===== config.mk =====
export PLATFORM = sky130hd
export DESIGN_NAME = gyro_heading_pi_steering_top_flat
export DESIGN_NICKNAME = d
export VERILOG_FILES = /design/src/hdl/ghps_pkg.sv /design/src/hdl/ghps_in_if.sv /design/src/hdl/ghps_out_if.sv /design/src/hdl/gyro_heading_pi_steering_top.sv /design/src/flat_wrapper.sv
export SDC_FILE = /design/constraint.sdc
export NUM_CORES = 2
export LEC_CHECK = 0
export BUFFER_PORTS_ARGS = -buffer_cell sky130_fd_sc_hd__buf_2
export CORE_UTILIZATION = 56
export CTS_CLUSTER_DIAMETER = 60
export DETAILED_ROUTE_END_ITERATION = 12
export PLACE_DENSITY = 0.77
export SLEW_MARGIN = 40
export SYNTH_ARGS = -nofsm -noshare
export SYNTH_HDL_FRONTEND = slang
export SYNTH_SLANG_ARGS = --single-unit

===== constraint.sdc =====
create_clock -name clk -period 11.23 [get_ports clk]
set_input_delay 0.5615 -clock clk [delete_from_list [all_inputs] [get_ports clk]]
set_output_delay 0.5615 -clock clk [all_outputs]
set_load 0.01 [all_outputs]

===== src/hdl/ghps_pkg.sv =====
// Package with types, constants and helpers of the heading-hold steering controller.
package ghps_pkg;

  localparam int KindW   = 2;
  localparam int RateW   = 16;
  localparam int StepW   = 17;
  localparam int DutyW   = 16;
  localparam int HeadW   = 34;
  localparam int IntW    = 33;
  localparam int GainW   = 24;
  localparam int CfgIdxW = 3;
  localparam int CfgW    = 31;
  localparam int MulAW   = 35;
  localparam int MulBW   = 25;
  localparam int ProdW   = MulAW + MulBW;
  localparam int AccW    = 64;

  localparam logic [StepW-1:0] MaxStep = 17'd104858;
  localparam logic signed [HeadW:0] HalfTurn = 35'sd3019898880;
  localparam logic signed [HeadW:0] FullTurn = 35'sd6039797760;

  typedef enum logic [KindW-1:0] {
    KIND_UPDATE = 2'd0,
    KIND_START  = 2'd1,
    KIND_STOP   = 2'd2,
    KIND_SET    = 2'd3
  } kind_t;

  typedef enum logic [CfgIdxW-1:0] {
    REG_KP     = 3'd0,
    REG_KI     = 3'd1,
    REG_KR     = 3'd2,
    REG_DBAND  = 3'd3,
    REG_IBOUND = 3'd4,
    REG_CBOUND = 3'd5,
    REG_DBOUND = 3'd6
  } reg_idx_t;

  // One wrap step is enough: both operands already lie within a half turn
  // plus at most one more turn.
  function automatic logic signed [HeadW-1:0] wrap_angle(input logic signed [HeadW:0] a);
    logic signed [HeadW:0] r;
    r = a;
    if (a > HalfTurn) begin
      r = a - FullTurn;
    end else if (a < -HalfTurn) begin
      r = a + FullTurn;
    end
    return r[HeadW-1:0];
  endfunction

endpackage


===== src/hdl/ghps_in_if.sv =====
// Input channel interface of the steering controller.
interface ghps_in_if;
  logic                                 valid;
  logic                                 ready;
  logic [ghps_pkg::KindW-1:0]           kind;
  logic signed [ghps_pkg::RateW-1:0]    yaw_rate;
  logic [ghps_pkg::StepW-1:0]           time_step;
  logic signed [ghps_pkg::DutyW-1:0]    duty_request;

  modport source (output valid, kind, yaw_rate, time_step, duty_request, input ready);
  modport sink   (input valid, kind, yaw_rate, time_step, duty_request, output ready);
endinterface


===== src/hdl/ghps_out_if.sv =====
// Result channel interface of the steering controller.
interface ghps_out_if;
  logic                                 valid;
  logic                                 ready;
  logic                                 ok;
  logic signed [ghps_pkg::DutyW-1:0]    duty_left;
  logic signed [ghps_pkg::DutyW-1:0]    duty_right;
  logic                                 running;
  logic signed [ghps_pkg::DutyW-1:0]    heading_now;

  modport source (output valid, ok, duty_left, duty_right, running, heading_now, input ready);
  modport sink   (input valid, ok, duty_left, duty_right, running, heading_now, output ready);
endinterface


===== src/hdl/gyro_heading_pi_steering_top.sv =====
// Heading-hold PI steering controller with one shared multiplier and a sequencer.
//
//   channel | direction | contents
//   in_ch   | sink      | kind, yaw_rate, time_step, duty_request
//   out_ch  | source    | ok, duty_left, duty_right, running, heading_now
//   cfg_*   | write     | seven gain and bound registers by index
//
// Start, stop, set-duty and rejected updates show their result in the cycle after
// acceptance; a disabled update passes through MH and HD, an enabled update through MH,
// HD, ER, ME, CA, MP, MI, MR, AC and FN, before ST_OUT. The shared 35x25 multiplier, used
// five times in turn, sets the length of an update. One transaction is in flight at a
// time; in_ch.ready is low until the result is taken. A stalled result holds its payload.
// Reset is synchronous and covers the sequencer, controller and config registers only.
module gyro_heading_pi_steering_top (
  input  logic                         clk,
  input  logic                         rst_n,
  ghps_in_if.sink                      in_ch,
  ghps_out_if.source                   out_ch,
  input  logic                         cfg_we,
  input  logic [ghps_pkg::CfgIdxW-1:0] cfg_idx,
  input  logic [ghps_pkg::CfgW-1:0]    cfg_wdata
);

  typedef enum logic [11:0] {
    ST_IDLE = 12'b000000000001,
    ST_MH   = 12'b000000000010,
    ST_HD   = 12'b000000000100,
    ST_ER   = 12'b000000001000,
    ST_ME   = 12'b000000010000,
    ST_CA   = 12'b000000100000,
    ST_MP   = 12'b000001000000,
    ST_MI   = 12'b000010000000,
    ST_MR   = 12'b000100000000,
    ST_AC   = 12'b001000000000,
    ST_FN   = 12'b010000000000,
    ST_OUT  = 12'b100000000000
  } state_t;

  state_t state_r, state_nxt;

  // Configuration registers.
  logic signed [ghps_pkg::GainW-1:0] kp_r, ki_r, kr_r;
  logic [14:0] dband_r, cbound_r, dbound_r;
  logic [30:0] ibound_r;

  always_ff @(posedge clk) begin
    if (!rst_n) begin
      kp_r     <= '0;
      ki_r     <= '0;
      kr_r     <= '0;
      dband_r  <= '0;
      ibound_r <= '0;
      cbound_r <= '0;
      dbound_r <= 15'd32767;
    end else if (cfg_we) begin
      unique case (cfg_idx)
        ghps_pkg::REG_KP:     kp_r     <= cfg_wdata[23:0];
        ghps_pkg::REG_KI:     ki_r     <= cfg_wdata[23:0];
        ghps_pkg::REG_KR:     kr_r     <= cfg_wdata[23:0];
        ghps_pkg::REG_DBAND:  dband_r  <= cfg_wdata[14:0];
        ghps_pkg::REG_IBOUND: ibound_r <= cfg_wdata[30:0];
        ghps_pkg::REG_CBOUND: cbound_r <= cfg_wdata[14:0];
        ghps_pkg::REG_DBOUND: dbound_r <= cfg_wdata[14:0];
        default: ;
      endcase
    end
  end

  // Controller state and working registers.
  logic signed [ghps_pkg::HeadW-1:0] heading_r, heading_nxt;
  logic signed [ghps_pkg::HeadW-1:0] target_r, target_nxt;
  logic signed [ghps_pkg::IntW-1:0]  integ_r, integ_nxt;
  logic                              en_r, en_nxt;
  logic signed [ghps_pkg::DutyW-1:0] base_r, base_nxt;
  logic signed [ghps_pkg::RateW-1:0] rate_r, rate_nxt;
  logic [ghps_pkg::StepW-1:0]        step_r, step_nxt;
  logic signed [ghps_pkg::HeadW-1:0] err_r, err_nxt;
  logic signed [ghps_pkg::IntW-1:0]  cand_r, cand_nxt;
  logic signed [ghps_pkg::ProdW-1:0] prod_r, prod_nxt;
  logic signed [ghps_pkg::AccW-1:0]  acc_r, acc_nxt;
  logic                              ok_r, ok_nxt;
  logic signed [ghps_pkg::DutyW-1:0] left_r, left_nxt, right_r, right_nxt;

  // Shared multiplier operands.
  logic signed [ghps_pkg::MulAW-1:0] mul_a;
  logic signed [ghps_pkg::MulBW-1:0] mul_b;

  logic signed [16:0] rate_mag;
  logic signed [16:0] dbound_s, clamped_req;
  logic signed [35:0] err_step_rnd;
  logic signed [36:0] cand_raw, ib_s;
  logic signed [42:0] u_val;
  logic signed [42:0] cb_s;
  logic signed [16:0] corr;
  logic signed [16:0] left_raw, right_raw;
  logic signed [ghps_pkg::AccW-1:0] acc_rnd;
  logic               unsat;
  logic signed [ghps_pkg::HeadW:0] head_rnd;

  always_comb begin
    dbound_s = $signed({2'b00, dbound_r});
    if ($signed({in_ch.duty_request[15], in_ch.duty_request}) > dbound_s) begin
      clamped_req = dbound_s;
    end else if ($signed({in_ch.duty_request[15], in_ch.duty_request}) < -dbound_s) begin
      clamped_req = -dbound_s;
    end else begin
      clamped_req = {in_ch.duty_request[15], in_ch.duty_request};
    end
    rate_mag = in_ch.yaw_rate[15] ? -$signed({1'b1, in_ch.yaw_rate})
                                  : $signed({1'b0, in_ch.yaw_rate});

    err_step_rnd = 36'((prod_r + (ghps_pkg::ProdW'(1) <<< 23)) >>> 24);
    cand_raw = 37'(integ_r) + 37'(err_step_rnd);
    ib_s     = $signed({6'd0, ibound_r});

    acc_rnd = (acc_r + (ghps_pkg::AccW'(1) <<< 20)) >>> 21;
    u_val   = acc_rnd[42:0];
    cb_s    = $signed({28'd0, cbound_r});
    if (u_val > cb_s) begin
      corr = $signed({2'b00, cbound_r});
    end else if (u_val < -cb_s) begin
      corr = -$signed({2'b00, cbound_r});
    end else begin
      corr = u_val[16:0];
    end
    unsat = (u_val <= cb_s) && (u_val >= -cb_s);
    left_raw  = 17'(base_r) - corr;
    right_raw = 17'(base_r) + corr;

    head_rnd = (35'(heading_r) + 35'sd65536) >>> 17;

    mul_a = '0;
    mul_b = '0;
    unique case (state_r)
      ST_MH: begin
        mul_a = 35'(rate_r);
        mul_b = $signed({8'd0, step_r});
      end
      ST_ME: begin
        mul_a = 35'(err_r);
        mul_b = $signed({8'd0, step_r});
      end
      ST_MP: begin
        mul_a = 35'(err_r);
        mul_b = 25'(kp_r);
      end
      ST_MI: begin
        mul_a = 35'(cand_r);
        mul_b = 25'(ki_r);
      end
      ST_MR: begin
        mul_a = 35'(rate_r);
        mul_b = 25'(kr_r);
      end
      default: ;
    endcase
  end

  always_comb begin
    state_nxt   = state_r;
    heading_nxt = heading_r;
    target_nxt  = target_r;
    integ_nxt   = integ_r;
    en_nxt      = en_r;
    base_nxt    = base_r;
    rate_nxt    = rate_r;
    step_nxt    = step_r;
    err_nxt     = err_r;
    cand_nxt    = cand_r;
    prod_nxt    = mul_a * mul_b;
    acc_nxt     = acc_r;
    ok_nxt      = ok_r;
    left_nxt    = left_r;
    right_nxt   = right_r;

    unique case (state_r)
      ST_IDLE: begin
        if (in_ch.valid) begin
          ok_nxt    = 1'b1;
          left_nxt  = '0;
          right_nxt = '0;
          rate_nxt  = (rate_mag < $signed({2'b00, dband_r})) ? '0 : in_ch.yaw_rate;
          step_nxt  = in_ch.time_step;
          state_nxt = ST_OUT;
          unique case (ghps_pkg::kind_t'(in_ch.kind))
            ghps_pkg::KIND_UPDATE: begin
              if (in_ch.time_step == '0 || in_ch.time_step > ghps_pkg::MaxStep) begin
                ok_nxt = 1'b0;
              end else begin
                state_nxt = ST_MH;
              end
            end
            ghps_pkg::KIND_START: begin
              base_nxt   = clamped_req[15:0];
              target_nxt = heading_r;
              integ_nxt  = '0;
              en_nxt     = 1'b1;
            end
            ghps_pkg::KIND_STOP: begin
              en_nxt    = 1'b0;
              integ_nxt = '0;
            end
            ghps_pkg::KIND_SET: begin
              base_nxt = clamped_req[15:0];
            end
            default: ;
          endcase
        end
      end
      ST_MH: state_nxt = ST_HD;
      ST_HD: begin
        heading_nxt = ghps_pkg::wrap_angle(35'(heading_r) + $signed(prod_r[34:0]));
        state_nxt   = en_r ? ST_ER : ST_OUT;
      end
      ST_ER: begin
        err_nxt   = ghps_pkg::wrap_angle(35'(target_r) - 35'(heading_r));
        state_nxt = ST_ME;
      end
      ST_ME: state_nxt = ST_CA;
      ST_CA: begin
        if (cand_raw > ib_s) begin
          cand_nxt = ib_s[32:0];
        end else if (cand_raw < -ib_s) begin
          cand_nxt = 33'(-ib_s);
        end else begin
          cand_nxt = cand_raw[32:0];
        end
        state_nxt = ST_MP;
      end
      ST_MP: state_nxt = ST_MI;
      ST_MI: begin
        acc_nxt   = 64'(prod_r);
        state_nxt = ST_MR;
      end
      ST_MR: begin
        acc_nxt   = acc_r + (64'(prod_r) <<< 4);
        state_nxt = ST_AC;
      end
      ST_AC: begin
        acc_nxt   = acc_r - (64'(prod_r) <<< 20);
        state_nxt = ST_FN;
      end
      ST_FN: begin
        // Conditional integration: keep the new integral unless saturated and
        // the error pushes further into saturation.
        if (unsat || (u_val > 43'(corr) && err_r < 0) || (u_val < 43'(corr) && err_r > 0)) begin
          integ_nxt = cand_r;
        end
        if (left_raw > dbound_s) begin
          left_nxt = dbound_s[15:0];
        end else if (left_raw < -dbound_s) begin
          left_nxt = 16'(-dbound_s);
        end else begin
          left_nxt = left_raw[15:0];
        end
        if (right_raw > dbound_s) begin
          right_nxt = dbound_s[15:0];
        end else if (right_raw < -dbound_s) begin
          right_nxt = 16'(-dbound_s);
        end else begin
          right_nxt = right_raw[15:0];
        end
        state_nxt = ST_OUT;
      end
      ST_OUT: begin
        if (out_ch.ready) begin
          state_nxt = ST_IDLE;
        end
      end
      default: state_nxt = ST_IDLE;
    endcase
  end

  always_ff @(posedge clk) begin
    if (!rst_n) begin
      state_r   <= ST_IDLE;
      heading_r <= '0;
      target_r  <= '0;
      integ_r   <= '0;
      en_r      <= 1'b0;
      base_r    <= '0;
    end else begin
      state_r   <= state_nxt;
      heading_r <= heading_nxt;
      target_r  <= target_nxt;
      integ_r   <= integ_nxt;
      en_r      <= en_nxt;
      base_r    <= base_nxt;
    end
  end

  always_ff @(posedge clk) begin
    rate_r  <= rate_nxt;
    step_r  <= step_nxt;
    err_r   <= err_nxt;
    cand_r  <= cand_nxt;
    prod_r  <= prod_nxt;
    acc_r   <= acc_nxt;
    ok_r    <= ok_nxt;
    left_r  <= left_nxt;
    right_r <= right_nxt;
  end

  assign in_ch.ready        = (state_r == ST_IDLE);
  assign out_ch.valid       = (state_r == ST_OUT);
  assign out_ch.ok          = ok_r;
  assign out_ch.duty_left   = left_r;
  assign out_ch.duty_right  = right_r;
  assign out_ch.running     = en_r;
  assign out_ch.heading_now = head_rnd[15:0];

endmodule


===== src/flat_wrapper.sv =====
// flat-port wrapper written by rule: the top's interface ports become plain ports
module gyro_heading_pi_steering_top_flat 
  (clk, rst_n, cfg_we, cfg_idx, cfg_wdata, in_ch_valid, in_ch_kind, in_ch_yaw_rate, in_ch_time_step, in_ch_duty_request, in_ch_ready, out_ch_valid, out_ch_ok, out_ch_duty_left, out_ch_duty_right, out_ch_running, out_ch_heading_now, out_ch_ready);
  ghps_in_if in_ch_i ();
  ghps_out_if out_ch_i ();
  input  logic clk;
  input  logic rst_n;
  input  logic cfg_we;
  input  logic [ghps_pkg::CfgIdxW-1:0] cfg_idx;
  input  logic [ghps_pkg::CfgW-1:0] cfg_wdata;
  input wire logic [$bits(in_ch_i.valid)-1:0] in_ch_valid;
  input wire logic [$bits(in_ch_i.kind)-1:0] in_ch_kind;
  input wire logic [$bits(in_ch_i.yaw_rate)-1:0] in_ch_yaw_rate;
  input wire logic [$bits(in_ch_i.time_step)-1:0] in_ch_time_step;
  input wire logic [$bits(in_ch_i.duty_request)-1:0] in_ch_duty_request;
  output wire logic [$bits(in_ch_i.ready)-1:0] in_ch_ready;
  output wire logic [$bits(out_ch_i.valid)-1:0] out_ch_valid;
  output wire logic [$bits(out_ch_i.ok)-1:0] out_ch_ok;
  output wire logic [$bits(out_ch_i.duty_left)-1:0] out_ch_duty_left;
  output wire logic [$bits(out_ch_i.duty_right)-1:0] out_ch_duty_right;
  output wire logic [$bits(out_ch_i.running)-1:0] out_ch_running;
  output wire logic [$bits(out_ch_i.heading_now)-1:0] out_ch_heading_now;
  input wire logic [$bits(out_ch_i.ready)-1:0] out_ch_ready;
  assign in_ch_i.valid = in_ch_valid;
  assign in_ch_i.kind = in_ch_kind;
  assign in_ch_i.yaw_rate = in_ch_yaw_rate;
  assign in_ch_i.time_step = in_ch_time_step;
  assign in_ch_i.duty_request = in_ch_duty_request;
  assign in_ch_ready = in_ch_i.ready;
  assign out_ch_valid = out_ch_i.valid;
  assign out_ch_ok = out_ch_i.ok;
  assign out_ch_duty_left = out_ch_i.duty_left;
  assign out_ch_duty_right = out_ch_i.duty_right;
  assign out_ch_running = out_ch_i.running;
  assign out_ch_heading_now = out_ch_i.heading_now;
  assign out_ch_i.ready = out_ch_ready;
  gyro_heading_pi_steering_top u_core (.clk(clk), .rst_n(rst_n), .in_ch(in_ch_i), .out_ch(out_ch_i), .cfg_we(cfg_we), .cfg_idx(cfg_idx), .cfg_wdata(cfg_wdata));
endmodule

== Yosys cells after proc, flatten, opt, wreduce, memory -nomap -nowiden ==
Cells that the tools add are included.

* Register bits after elaboration: 535
* Input bits: 90
* Output and inout port bits: 52
* Word-level logic and storage cells: 154

* Add/sub/neg operators: 19
* Multiply operators: 1
* Order comparisons: 22
* Equal/unequal tests: 25
* Mux-type cells: 33
* Reductions and logical operators: 31

{| class="wikitable"
|+ Operators by type and width
! kind !! count
|-
| 64-bit one-hot mux with 3 select lines || 1
|-
| 12-bit one-hot mux with 12 select lines || 1
|-
| 34-bit 2-to-1 mux || 4
|-
| 33-bit 2-to-1 mux || 4
|-
| 16-bit 2-to-1 mux || 7
|-
| 35-bit one-hot mux with 3 select lines || 1
|-
| 25-bit one-hot mux with 4 select lines || 1
|-
| 35-bit by 33-bit greater-than comparator with 1-bit output (second input constant) || 2
|-
| 35-bit by 33-bit < comparator with 1-bit output (second input constant) || 2
|-
| 34-bit adder (second input constant) || 2
|-
| 34-bit subtractor (second input constant) || 2
|-
| 33-bit one-hot mux with 2 select lines || 1
|-
| 64-bit by 22-bit adder with 64-bit output (second input constant) || 1
|-
| 64-bit adder || 1
|-
| 16-bit one-hot mux with 2 select lines || 2
|-
| 64-bit subtractor || 1
|-
| 60-bit by 25-bit adder with 60-bit output (second input constant) || 1
|-
| 35-bit by 25-bit multiplier with 60-bit output || 1
|-
| 12-bit 2-to-1 mux || 5
|-
| 17-bit 2-to-1 mux || 3
|-
| 43-bit >= comparator || 1
|-
| 43-bit by 16-bit greater-than comparator with 1-bit output || 1
|-
| 43-bit by 17-bit greater-than comparator with 1-bit output || 1
|-
| 43-bit by 16-bit <= comparator with 1-bit output || 1
|-
| other kinds (55) || 84
|}

== Longest topological paths before layout ==
* Depth in word-level cells: 10
* Mapped depth: 45
* Gate-level depth less buffers: 41

== Worst setup path after synthesis ==
No wires, ideal clock.

* Path type: flip-flop to flip-flop
* Start: register u_core.state_r[0]
* End: register u_core.prod_r[55] in the netlist's numbering
* Library setup time: 0.127 ns
* Arrival: 9.790 ns
* Data required time: 11.103 ns
* Setup slack: 1.313 ns
* Stages on the path, launching flop included: 37
* Buffers on the path: 3
* Period minus slack after synthesis: 9.917 ns
* Cells stage by stage: dfxtp_1 > or3_1 > nor3_1 > nand2_1 > nor3b_1 > or2_2 > clkbuf_1 > clkbuf_1 > a22oi_1 > nand2_1 > clkbuf_1 > nand2_1 > fa_1 > inv_1 > fa_1 > inv_1 > fa_1 > inv_1 > fa_1 > ha_1 > fa_1 > inv_1 > fa_1 > inv_1 > ha_1 > a21o_1 > a21oi_1 > a21boi_0 > o21ai_0 > a311oi_1 > a2bb2oi_1 > o21ba_2 > o21ai_1 > or4b_2 > o211ai_1 > o21ai_0 > xor2_1

* Word-level cells in the longest chain between the ends: 4
* Elaborated cells on any way between the ends: 11
* Classes of those cells: mul: 1; eq/ne: 5; mux: 2; reduce/logical: 3

{| class="wikitable"
|+ Ends and longest elaborated chain
! what !! line !! RTL
|-
| from (decl) || gyro_heading_pi_steering_top.sv:39 || <nowiki>state_t state_r, state_nxt;</nowiki>
|-
| from (signal assigned) || gyro_heading_pi_steering_top.sv:283 || <nowiki>state_r <= state_nxt;</nowiki>
|-
| 12-bit by 2-bit equality test with 1-bit output (tied with other cells) || gyro_heading_pi_steering_top.sv:134 || <nowiki>unique case (state_r)</nowiki>
|-
| 2-bit OR reduction (no source line) || -- ||
|-
| 25-bit one-hot mux with 4 select lines / 35-bit one-hot mux with 3 select lines (equally long branches) || gyro_heading_pi_steering_top.sv:134 ||
|-
| 35-bit by 25-bit multiplier with 60-bit output (*) || gyro_heading_pi_steering_top.sv:170 || <nowiki>prod_nxt = mul_a * mul_b;</nowiki>
|-
| named net u_core.prod_nxt (one bit) || gyro_heading_pi_steering_top.sv:79 || <nowiki>logic signed [ghps_pkg::ProdW-1:0] prod_r, prod_nxt;</nowiki>
|-
| to (signal assigned) || gyro_heading_pi_steering_top.sv:297 || <nowiki>prod_r <= prod_nxt;</nowiki>
|-
| to (decl) || gyro_heading_pi_steering_top.sv:79 ||
|}

The timed path passes the listed nets; every way through them passes the cells marked *.
A chain may end at the register's enable or synchronous reset.

== Worst setup path in the final report ==
Ends and elaborated chain as after synthesis.

==> summary.txt <==
Synth
  • Post-Synth Simple-Gate Area: 18.1%
  • Register area share after synthesis: 16.8%
  • Largest family of logic cells by synthesized area: adder cells
  • Syn Std Cell Area: 74700 µm²
  • Post-synth EDFFs: 193
  • Seq cells post-synth: 531
  • Mux cell area share after synthesis: 1.46%
  • Yosys top cell by area: fa_1
  • Share of flip-flops with an asynchronous set or reset: 0%
  • Ys Warns: 0
  • Synth Area in Compound Gates: 15.4%
  • Synthesized netlist cell count: 8978
  • Main synth FF type: dfxtp_1
  • Syn Nets: 10639
  • Largest cells by area after synthesis: fa_1 (24%), ha_1 (12%), dfxtp_1 (9.1%)
  • Mean Syn Cell Area: 8.32 µm²
  • Synth top area share: 23.6%
  • Post-Synth Adder-Cell Area: 35.2%
  • Post-Synth XOR/XNOR Area: 4.97%
  • Post-synthesis cell type count: 110

Worst setup path
  • CP endpoint: u_core.prod_r[55]
  • CP Max Fanout: 25
  • Crit. Startpoint: u_core.state_r[0]
  • Data required time of the critical path: 11.77 ns
  • Worst reg2reg setup slack: 0.47 ns
  • Crit-path max cell delay: 0.65 ns
  • Worst flop-to-flop path endpoint: u_core.prod_r[55]
  • R2r startpoint: u_core.state_r[0]
  • Critical Path End Type: register
  • Worst Setup Start Kind: register
  • Worst Reg-to-Reg Cells: 34
  • Slowest cell on crit path: or4b_2
  • Crit path kind: register to register
  • CP Data Arrival Time: 11.30 ns
  • Most frequent cell on the critical path: fa_1

Floorplanning
  • Die width: 367 µm
  • Full die area: 135000 µm²
  • Io pins: 142
  • Die height: 367 µm
  • Core footprint: 132000 µm²
  • Initial Utilization: 56.6%
  • Rows: 133

Timing
  • Final hold vios: 0
  • Final worst path period need: 10.76 ns
  • Period utilization: 95.8%
  • Post-route setup TNS: 0 ns
  • RSZ-0062 raised after global routing: no
  • Max Freq: 92.9 MHz
  • Rel. slew slack: 37.7%
  • Final slew viol count: 0
  • Final setup viols: 0
  • Setup Skew: 0.0330 ns
  • Worst slew pin tran: 0.935 ns

CTS
  • CTS tree: yes
  • CTS Sinks: 531
  • Root buffer cell: clkbuf_16
  • Clock Path Buffers: 3
  • H-tree levels: 3
  • Clk Latency, worst-skew pair: 0.66 ns
  • Resize count post-CTS: 0
  • TritonCTS buffer count: 66
  • Number of setup buffers added after CTS: 0
  • Clock-pin slew on the worst setup and hold paths: 0.06 ns
  • Cts hold-fix bufs: 0

Cells and area
  • Area of the multi-input gates: 56300 µm²
  • FF/Latch Area: 12600 µm²
  • Post-route cell area: 79500 µm²
  • Final core occ: 60.2%
  • Layout cells sized above 1: 6.13%
  • # fillers: 11615
  • Layout Nets: 10582
  • Area Overhead vs Synth: 6.39%

Place
  • Gp weighted congestion: 1.06
  • Dpl cell area: 77300 µm²
  • Hpwl dp: 212000 µm
  • IO Port Bufs: 141

Global routing
  • Global-route wire length before repair: 395000 µm
  • Initial antenna violation count: 10
  • Largest net degree at the start of global routing: 75
  • GRT overflow: 0
  • GR Util All Layers: 38.5%
  • Vias in the first global route: 65494

Routing
  • DRC viols: 0
  • DRT Wirelength: 262000 µm
  • DR iter-0 viols: 7450
  • Vias: 66924
  • Post-DR vias/cell: 6.23
  • Detail Route Antenna Nets: 0
  • DR WL/cell: 24.4 µm
  • Pre-antenna DRT Iters: 8

Pwr
  • Reg power frac: 34.2%
  • Pwr dens: 78.9 nW/µm²
  • Logic pwr share: 31.7%
  • Internal Power: 4.01 mW
  • Worst vdd ir: 109 µV
  • Clock network fraction of total power: 34.1%
  • Sw Share: 36.0%
  • Standby leakage power: 37.0 nW
  • Sw power: 2.25 mW

Min path
  • HP Start: in_ch_time_step[11]
  • Hold Crit Class: primary input to register

Job
  • Max_cap viols: 0

Outcome
  • Status: complete, no violations
## layer usage
metal  wire (µm)  GRT usage, %
met1      102000          50.8
met2      111000          57.1
met3       33800          12.5
met4       14700          18.0
met5         178             0
## worst max-delay path, delay by kind of cell (launching register included)
family	cells	cell delay (ns)
XOR/XNOR	1	0.17
AO/OA/AOI/OAI	12	3.31
adder cells (fa/ha/maj)	8	3.75
flip-flops	1	0.35
buffers and inverters	7	0.88
AND/OR/NAND/NOR	6	2.09
## worst min-delay path by stage
stage | endpoint | cells past startpoint
2_1_floorplan | u_core.kp_r[0] | 2
3_3_place_gp | u_core.dband_r[1] | 2
3_5_place_dp | u_core.kp_r[4] | 2
4_1_cts | u_core.step_r[7] | 1
5_1_grt | u_core.step_r[7] | 1
6_report | u_core.step_r[11] | 1
## power groups by stage
stage               Combinational [mW]  Clock [mW]  Sequential, mW
floorplan                         1.40           0            2.14
global placement                  1.87           0            2.17
detailed placement                1.92           0            2.17
CTS                               1.94        2.15            2.13
global route                      2.17        2.22            2.14
finish                            1.99        2.13            2.14
## logic make-up after synthesis
family	after synthesis
XOR/XNOR	424
flip-flops	531
adder cells (fa/ha/maj)	1571
multiplexers	105
buffers and inverters	1603
AO/OA/AOI/OAI	1778
AND/OR/NAND/NOR	2966
## state kept, by name, indices dropped and copies added, names as in the netlist, 31 cells and up
signal            cells
u_core.acc_r         60
u_core.cand_r        33
u_core.err_r         34
u_core.heading_r     34
u_core.ibound_r      31
u_core.integ_r       33
u_core.prod_r        60
u_core.target_r      34
## per-stage QoR
step | setup WS [ns] | hold WS [ns] | total power, mW | cells
after global routing | 0.0878 | 0.0964 | 6.52 | 10728
after floorplan | 1.31 | 0.436 | 3.54 | 8978
after global placement | 0.311 | 0.442 | 4.04 | 10599
after detailed placement | 0.480 | 0.446 | 4.10 | 10607
after CTS | 0.438 | 0.0840 | 6.21 | 10727
final | 0.469 | 0.121 | 6.27 | 10734
## area by class of cell
class | count | share of cell area (%)
Sequential cell | 531 | 15.8
Clock inverter | 31 | 0.301
Multi-Input combinational cell | 6844 | 70.9
Antenna cell | 6 | 0.0189
Tap cell | 1755 | 2.76
Inverter | 1207 | 5.71
Timing Repair Buffer | 271 | 2.15
Clock buffer | 89 | 2.33
## placed cells by master (no fill, tap or decap), drive strengths merged, types with 226 or more instances in the layout
cell,instances
nand2,1270
nor2,747
dfxtp,338
fa,880
inv,1212
a21oi,604
xnor2,311
a21o,226
buf,271
ha,691
o21ai,293
## cells in the mapped netlist, types with 67 or more instances
library cell / n
and3_1: 85
nand4_1: 126
mux2i_1: 72
ha_1: 691
xnor2_1: 311
inv_1: 1202
nand3_1: 162
nor2_1: 747
o21a_1: 72
clkbuf_1: 364
nor2b_1: 67
nor3_1: 126
a21oi_1: 596
edfxtp_1: 193
nand2_1: 1268
a211oi_1: 78
a21o_1: 226
a22oi_1: 72
o21ai_0: 278
dfxtp_1: 338
and2_1: 90
fa_1: 880
xor2_1: 113
Note: power is estimated with default switching activity, not from simulation.
